File: src/design/lcdps_pkg.sv
`timescale 1ns / 1ps
package lcdps_pkg;

  localparam int PANEL_WIDTH_DEF  = 96;
  localparam int PANEL_HEIGHT_DEF = 64;

  localparam int ADDR_W      = 13;
  localparam int ADDR_EXT_W  = 17;  // holds the largest panel size itself
  localparam int LEVEL_W     = 8;
  localparam int COLOR_W     = 16;
  localparam int PIX_W       = 8;
  localparam int CONTRAST_W  = 6;
  localparam int CFG_IDX_W   = 4;
  localparam int CFG_DATA_W  = 16;
  localparam int IN_TDATA_W  = 16;
  localparam int OUT_TDATA_W = 48;

  localparam logic [LEVEL_W-1:0]    LEVEL_MAX     = 8'd128;
  localparam logic [CONTRAST_W-1:0] CONTRAST_HALF = 6'd32;
  localparam logic [CONTRAST_W-1:0] CONTRAST_RST  = 6'd32;
  localparam logic [COLOR_W-1:0]    BACK_RST      = 16'hFFFF;
  localparam logic [COLOR_W-1:0]    FORE_RST      = 16'h0000;

  typedef enum logic [CFG_IDX_W-1:0] {
    CFG_CONTRAST   = 4'd0,
    CFG_BLANK      = 4'd1,
    CFG_BACK_RED   = 4'd2,
    CFG_BACK_GREEN = 4'd3,
    CFG_BACK_BLUE  = 4'd4,
    CFG_FORE_RED   = 4'd5,
    CFG_FORE_GREEN = 4'd6,
    CFG_FORE_BLUE  = 4'd7
  } cfg_reg_t;

  typedef struct packed {
    logic [COLOR_W-1:0] red;
    logic [COLOR_W-1:0] green;
    logic [COLOR_W-1:0] blue;
  } rgb16_t;

  typedef struct packed {
    logic [PIX_W-1:0] red;
    logic [PIX_W-1:0] green;
    logic [PIX_W-1:0] blue;
  } rgb8_t;

  // Target level for one pixel from contrast, blanking and the pixel bit.
  function automatic logic [LEVEL_W-1:0] pick_target(input logic [CONTRAST_W-1:0] contrast,
                                                     input logic blank,
                                                     input logic pixel_on);
    logic [LEVEL_W-1:0] off_t;
    logic [LEVEL_W-1:0] on_t;
    if (blank) begin
      off_t = '0;
      on_t  = '0;
    end else if (contrast < CONTRAST_HALF) begin
      off_t = '0;
      on_t  = {contrast, 2'b00};
    end else begin
      off_t = {contrast - CONTRAST_HALF, 2'b00};
      on_t  = LEVEL_MAX;
    end
    return pixel_on ? on_t : off_t;
  endfunction

  // target + (old - target) * 3 / 4, quotient truncated toward zero.
  function automatic logic [LEVEL_W-1:0] next_level(input logic [LEVEL_W-1:0] old,
                                                    input logic [LEVEL_W-1:0] target);
    logic signed [10:0] diff;
    logic signed [10:0] prod;
    logic signed [10:0] quot;
    logic signed [10:0] sum;
    diff = $signed({3'b000, old}) - $signed({3'b000, target});
    prod = diff * 11'sd3;
    quot = prod[10] ? ((prod + 11'sd3) >>> 2) : (prod >>> 2);
    sum  = $signed({3'b000, target}) + quot;
    if (sum[10]) begin
      return '0;
    end else if (sum > $signed({3'b000, LEVEL_MAX})) begin
      return LEVEL_MAX;
    end
    return sum[LEVEL_W-1:0];
  endfunction

endpackage

File: src/design/lcdps_blend.sv
`timescale 1ns / 1ps
module lcdps_blend (
  input  logic                          clk,
  input  logic                          rst_n,
  input  logic                          in_valid,
  output logic                          in_ready,
  input  logic [lcdps_pkg::ADDR_W-1:0]  in_addr,
  input  logic [lcdps_pkg::LEVEL_W-1:0] in_level,
  input  lcdps_pkg::rgb16_t             back,
  input  lcdps_pkg::rgb16_t             fore,
  output logic                          out_valid,
  input  logic                          out_ready,
  output logic [lcdps_pkg::ADDR_W-1:0]  out_addr,
  output logic [lcdps_pkg::LEVEL_W-1:0] out_level,
  output lcdps_pkg::rgb8_t              out_color
);
  import lcdps_pkg::*;

  // (back * (128 - level) + fore * level + 16384) >> 15, held at 255
  function automatic logic [PIX_W-1:0] blend_chan(input logic [COLOR_W-1:0] b,
                                                  input logic [COLOR_W-1:0] f,
                                                  input logic [LEVEL_W-1:0] lvl);
    logic [LEVEL_W-1:0] bw;
    logic [23:0]        pb;
    logic [23:0]        pf;
    logic [24:0]        sum;
    logic [9:0]         c;
    bw  = LEVEL_MAX - lvl;
    pb  = b * bw;
    pf  = f * lvl;
    sum = {1'b0, pb} + {1'b0, pf} + 25'd16384;
    c   = sum[24:15];
    return (c > 10'd255) ? {PIX_W{1'b1}} : c[PIX_W-1:0];
  endfunction

  logic               valid_r;
  logic [ADDR_W-1:0]  addr_r;
  logic [LEVEL_W-1:0] level_r;
  rgb8_t              color_r;
  rgb8_t              color_nxt;

  assign in_ready = !valid_r || out_ready;

  always_comb begin
    color_nxt.red   = blend_chan(back.red,   fore.red,   in_level);
    color_nxt.green = blend_chan(back.green, fore.green, in_level);
    color_nxt.blue  = blend_chan(back.blue,  fore.blue,  in_level);
  end

  always_ff @(posedge clk) begin
    if (!rst_n) begin
      valid_r <= 1'b0;
    end else if (in_valid && in_ready) begin
      valid_r <= 1'b1;
    end else if (out_ready) begin
      valid_r <= 1'b0;
    end
  end

  always_ff @(posedge clk) begin
    if (in_valid && in_ready) begin
      addr_r  <= in_addr;
      level_r <= in_level;
      color_r <= color_nxt;
    end
  end

  assign out_valid = valid_r;
  assign out_addr  = addr_r;
  assign out_level = level_r;
  assign out_color = color_r;

endmodule

File: config.mk
export PLATFORM = sky130hd
export DESIGN_NAME = lcdps_blend
export DESIGN_NICKNAME = d
export VERILOG_FILES = /design/src/design/lcdps_pkg.sv /design/src/design/lcdps_blend.sv
export SDC_FILE = /design/constraint.sdc
export NUM_CORES = 2
export LEC_CHECK = 0
export ABC_AREA = 1
export BUFFER_PORTS_ARGS = -buffer_cell sky130_fd_sc_hd__buf_2
export CAP_MARGIN = 20
export CORE_MARGIN = 5
export CORE_UTILIZATION = 55
export CTS_CLUSTER_SIZE = 30
export DETAILED_ROUTE_END_ITERATION = 10
export PLACE_DENSITY = 0.75
export SYNTH_ARGS = -nofsm -noshare
export SYNTH_HDL_FRONTEND = slang
export SYNTH_SLANG_ARGS = --single-unit
File: constraint.sdc
create_clock -name clk -period 6.95 [get_ports clk]
set_clock_uncertainty 0.05 [all_clocks]
set_input_delay 0 -clock clk [delete_from_list [all_inputs] [get_ports clk]]
set_output_delay 0 -clock clk [all_outputs]
set_load 0.1 [all_outputs]
# Word level (Yosys, flattened, before mapping)
# Index checks and enable logic that the tools add are counted.
[classes]
add_sub_neg = 7
n_mul = 6
magnitude_cmp = 3
n_mux = 2
n_reduce_logical = 4
[op_table]
columns = ["cell", "count"]
rows = [
  ["multiplier 16 x 8 -> 24 bit", 6],
  ["adder 24 x 24 -> 25 bit", 3],
  ["adder 25 x 15 -> 25 bit (second input constant)", 3],
  ["greater-than comparator 10 x 8 -> 1 bit (second input constant)", 3],
  ["subtractor 8 bit (first input constant)", 1],
  ["2-to-1 mux 1 bit", 2],
  ["nonzero test 2 bit", 1],
  ["logical AND 1 bit", 1],
  ["zero test 1 bit", 1],
  ["logical OR 1 bit", 1],
]
[word_totals]
ff_bits = 46
in_bits = 121
output_inout_bits = 47
wordCells = 28

# Logic depth before layout (Yosys ltp)
[depth]
word_depth = 5
ltp_mapped = 36
mapped_depth_nobuf = 33

# Worst setup path before layout
# OpenSTA, ideal clock, no wires.
[synth_path]
path_kind = "input to register"
from = "input in_level[1] (netlist name)"
to = "register color_r (netlist bit out_color[3]), data pin"
setup_ns = 0.259
arrival_time_ns = 6.055
t_required_ns = 6.641
slack_ns = 0.586
path_stages = 26
n_path_buf = 5
cell_sequence = "clkbuf_2 clkbuf_1 buf_1 inv_1 ha_1 clkbuf_1 clkbuf_1 nand2_1 fa_1 fa_1 fa_1 inv_1 fa_1 fa_1 inv_1 fa_1 inv_1 ha_1 a21oi_1 nand2_1 nand2_1 nand2_1 a21oi_1 nand3_1 a21oi_4 nand2_1"
[synth_via]
elab_chain_cells = 5
elab_cells_between_ends = 6
cone_classes = "add/sub (3); mul (2); order compare (1)"
[synth_lines]
columns = ["element", "line", "source"]
rows = [
  ["from (decl)", "lcdps_blend.sv:8", "input logic [lcdps_pkg::LEVEL_W-1:0] in_level,"],
  ["subtractor 8 bit", "lcdps_blend.sv:28", "bw = LEVEL_MAX - lvl;"],
  ["multiplier 16 x 8 -> 24 bit", "lcdps_blend.sv:29", "pb = b * bw;"],
  ["adder 24 x 24 -> 25 bit (*)", "lcdps_blend.sv:31", "sum = {1'b0, pb} + {1'b0, pf} + 25'd16384;"],
  ["adder 25 x 15 -> 25 bit (*)", "lcdps_blend.sv:31", ""],
  ["greater-than comparator 10 x 8 -> 1 bit", "lcdps_blend.sv:33", "return (c > 10'd255) ? {PIX_W{1'b1}} : c[PIX_W-1:0];"],
  ["to (signal assigned)", "lcdps_blend.sv:64", "color_r <= color_nxt;"],
  ["to (decl)", "lcdps_blend.sv:39", "rgb8_t color_r;"],
]
# Every way passes the cells marked *; elsewhere a longest branch is shown, timed or not.
# A chain may end at the register's enable or synchronous reset.

# Worst setup path in the final report
[layout_path]
from = "input in_level[0] (netlist name)"
to = "register color_r (netlist bit out_color[20]), data pin"
# Same word-level chain as after synthesis.

==> impl_metrics.ini <==
[yosys]
synth_area_leaders = fa_1 (45%), inv_1 (16%), nand2_1 (13%), ha_1 (11%), edfxtp_1 (4.9%)
avgSynthCellArea_um2 = 7.626
ys_seq_elements = 46
yosysWarnings = 0
synth.distinct_cells = 42
synth_area_um2 = 27800
yosysTopAreaCell = fa_1
synth_top_area_share_pct = 44.94
synth_common_cells = inv_1 (1179), nand2_1 (967), fa_1 (624), nor2_1 (249), ha_1 (247)
synth_ff_type = edfxtp_1
ys_async_sr_fraction_pct = 0
yosysMostFrequentCell = inv_1
synth_seq_area_share_pct = 4.934
syn_nets = 4637
synth_enable_flop_cells = 45
syn_inst = 3645

[clock_tree]
cts_max_level = 2
clk_pin_slew_worst_paths_ns = 0.09
clk_latency_ns = 0.32
cts_root_buffer = clkbuf_16
numCtsBuffers = 5
clockBufferDepth = 2
cts_tree = built
cts_sinks = 46
cts_resized = 0

[routing]
wl_per_cell_um = 15.43
routed_wirelength_um = 68110
drc = 0
drtAntennaViolNets = 0
vias_per_cell = 4.987
first_pass_iters = 5
drt_iter0_markers = 1407
vias = 22010

[final_layout]
final_util_pct = 58.85
area_growth_pct = 6.001
post_route_cells_drive_above_1_share_pct = 6.048
multi_input_area_um2 = 21410
fillCellCount = 4674
area.sequential_um2 = 1371
final_area_um2 = 29460
nNetsFinal = 4728

[sta]
rsz0062_at_grt = no
fin_crit_ns = 6.263
setup_viol_count_final = 0
timing.fmax_mhz = 159.7
drv_slew = 0
fin_crit_sh_pct = 90.12
finalHoldViolations = 0
fin_tns_setup_ns = 0
worst_slew_pin_slew_ns = 0.7176
hold_slack_ns = 0.2183
slew_headroom_pct = 52.16

[critical_path]
crit_required_ns = 6.98
crit_fanout = 15
cp_slowest_cell = fa_1
crit_family = adder cells
critPathCaptureType = register
crit_top_cell = nand2_1
max_stage_delay_ns = 0.55
crit_buf_inv = 6
crit_type = in -> reg
worstPathArrival_ns = 6.29
crit_path_start_kind = input pin

[placement]
placed_area_um2 = 29150
gp_congestion = 0.9624
dpl.hpwl_um = 57810
port_buffers = 167

[global_route]
grt_use_met3_pct = 4.679
grtUsageMet1_pct = 34.32
grt_max_degree = 55
grt_first_pass_wirelength_um = 115900
overflow = 0
use_met2_pct = 43.77
grt_pass1_vias = 23070
top_usage_layer = met2
grt_usage_pct = 25.65
antenna_found_initial = 10

[status]
run_status = completed

[floorplan]
initial_core_util_pct = 55.52
die_area_um2 = 55130
die_w_um = 234.8
rows = 82
pin_count = 168
core_area_um2 = 50070
die_y_um = 234.8

[run]
drv_cap = 0

[min_path]
hold_class = in -> reg
==> per-layer routing <==
metal,up-vias,wire length [um]
met5,-,50
met4,10,1573
met3,124,5318
met2,757,33140
met1,10790,28030
li1,10330,-
==> layout make-up <==
type	instances	share of cell area (%)
antenna	5	0.04247
clock buffer	5	0.4247
clock inverter	3	0.08069
inverter	1184	15.09
multi-input combinational	2289	72.66
sequential	46	4.654
tap	672	2.854
timing repair buffer	210	4.196
==> registers in the layout, summed over array words and instances, names as in the netlist <==
name	cells
out_valid	1
out_color	24
out_addr	13
out_level	8
==> worst paths after layout <==
kind	slack, ns	depth (start not counted)	end	startpoint
max reg2reg	5.46	2	out_addr[10]	out_valid
max	0.69	28	out_color[20]	in_level[0]
min reg2reg	0.97	2	out_color[17]	out_valid
min	0.22	2	out_level[4]	in_level[4]
==> through the flow <==
stage	worst slack (ns)	cells
final	0.6869	4414
after global routing	0.3577	4412
after CTS	0.7347	4409
after detailed placement	0.3644	4386
after global placement	0.4530	4386
after floorplan	0.5861	3645
==> logic make-up (layout without fill, tap and decap cells) <==
kind of cell | after synthesis | count (layout) | share of synthesized area (%)
compound gates | 88 | 88 | 1.927
xor+xnor | 14 | 14 | 0.4412
fa+ha+maj | 871 | 871 | 56.06
buf+inv | 1310 | 1402 | 18.11
flops | 46 | 46 | 4.934
other cells | 0 | 5 | 0
simple gates | 1316 | 1316 | 18.53
==> cell usage in the layout (no fill, tap or decap), types with 3 or more instances in the layout <==
cell / Yosys / layout
inv_1: 1179 / 1179
nand2_1: 967 / 966
fa_1: 624 / 624
nor2_1: 249 / 249
ha_1: 247 / 246
buf_2: 14 / 166
nand3_1: 49 / 49
a21oi_1: 49 / 48
edfxtp_1: 45 / 45
buf_4: 2 / 26
nand4_1: 15 / 15
dlygate4sd3_1: 0 / 15
o21bai_1: 13 / 13
nor3_1: 12 / 12
xnor2_1: 11 / 11
o21ai_0: 10 / 10
a21o_1: 6 / 6
nand3b_1: 6 / 6
diode_2: 0 / 5
clkbuf_16: 0 / 5
a21oi_4: 3 / 4
nand2_2: 3 / 4
and2_1: 4 / 4
inv_2: 3 / 3
nor3_2: 3 / 3
a31oi_1: 3 / 3
xor2_1: 3 / 3
buf_12: 0 / 3
==> timing repair <==
action | CTS | global route
hold endpoints to repair | 14 | 0
hold buffers | 15 | 0
buffers inserted | 0 | 0
Power is left out: the tool's default activity adds up to more than one toggle a clock period on the data nets, which glitch-free logic cannot reach.
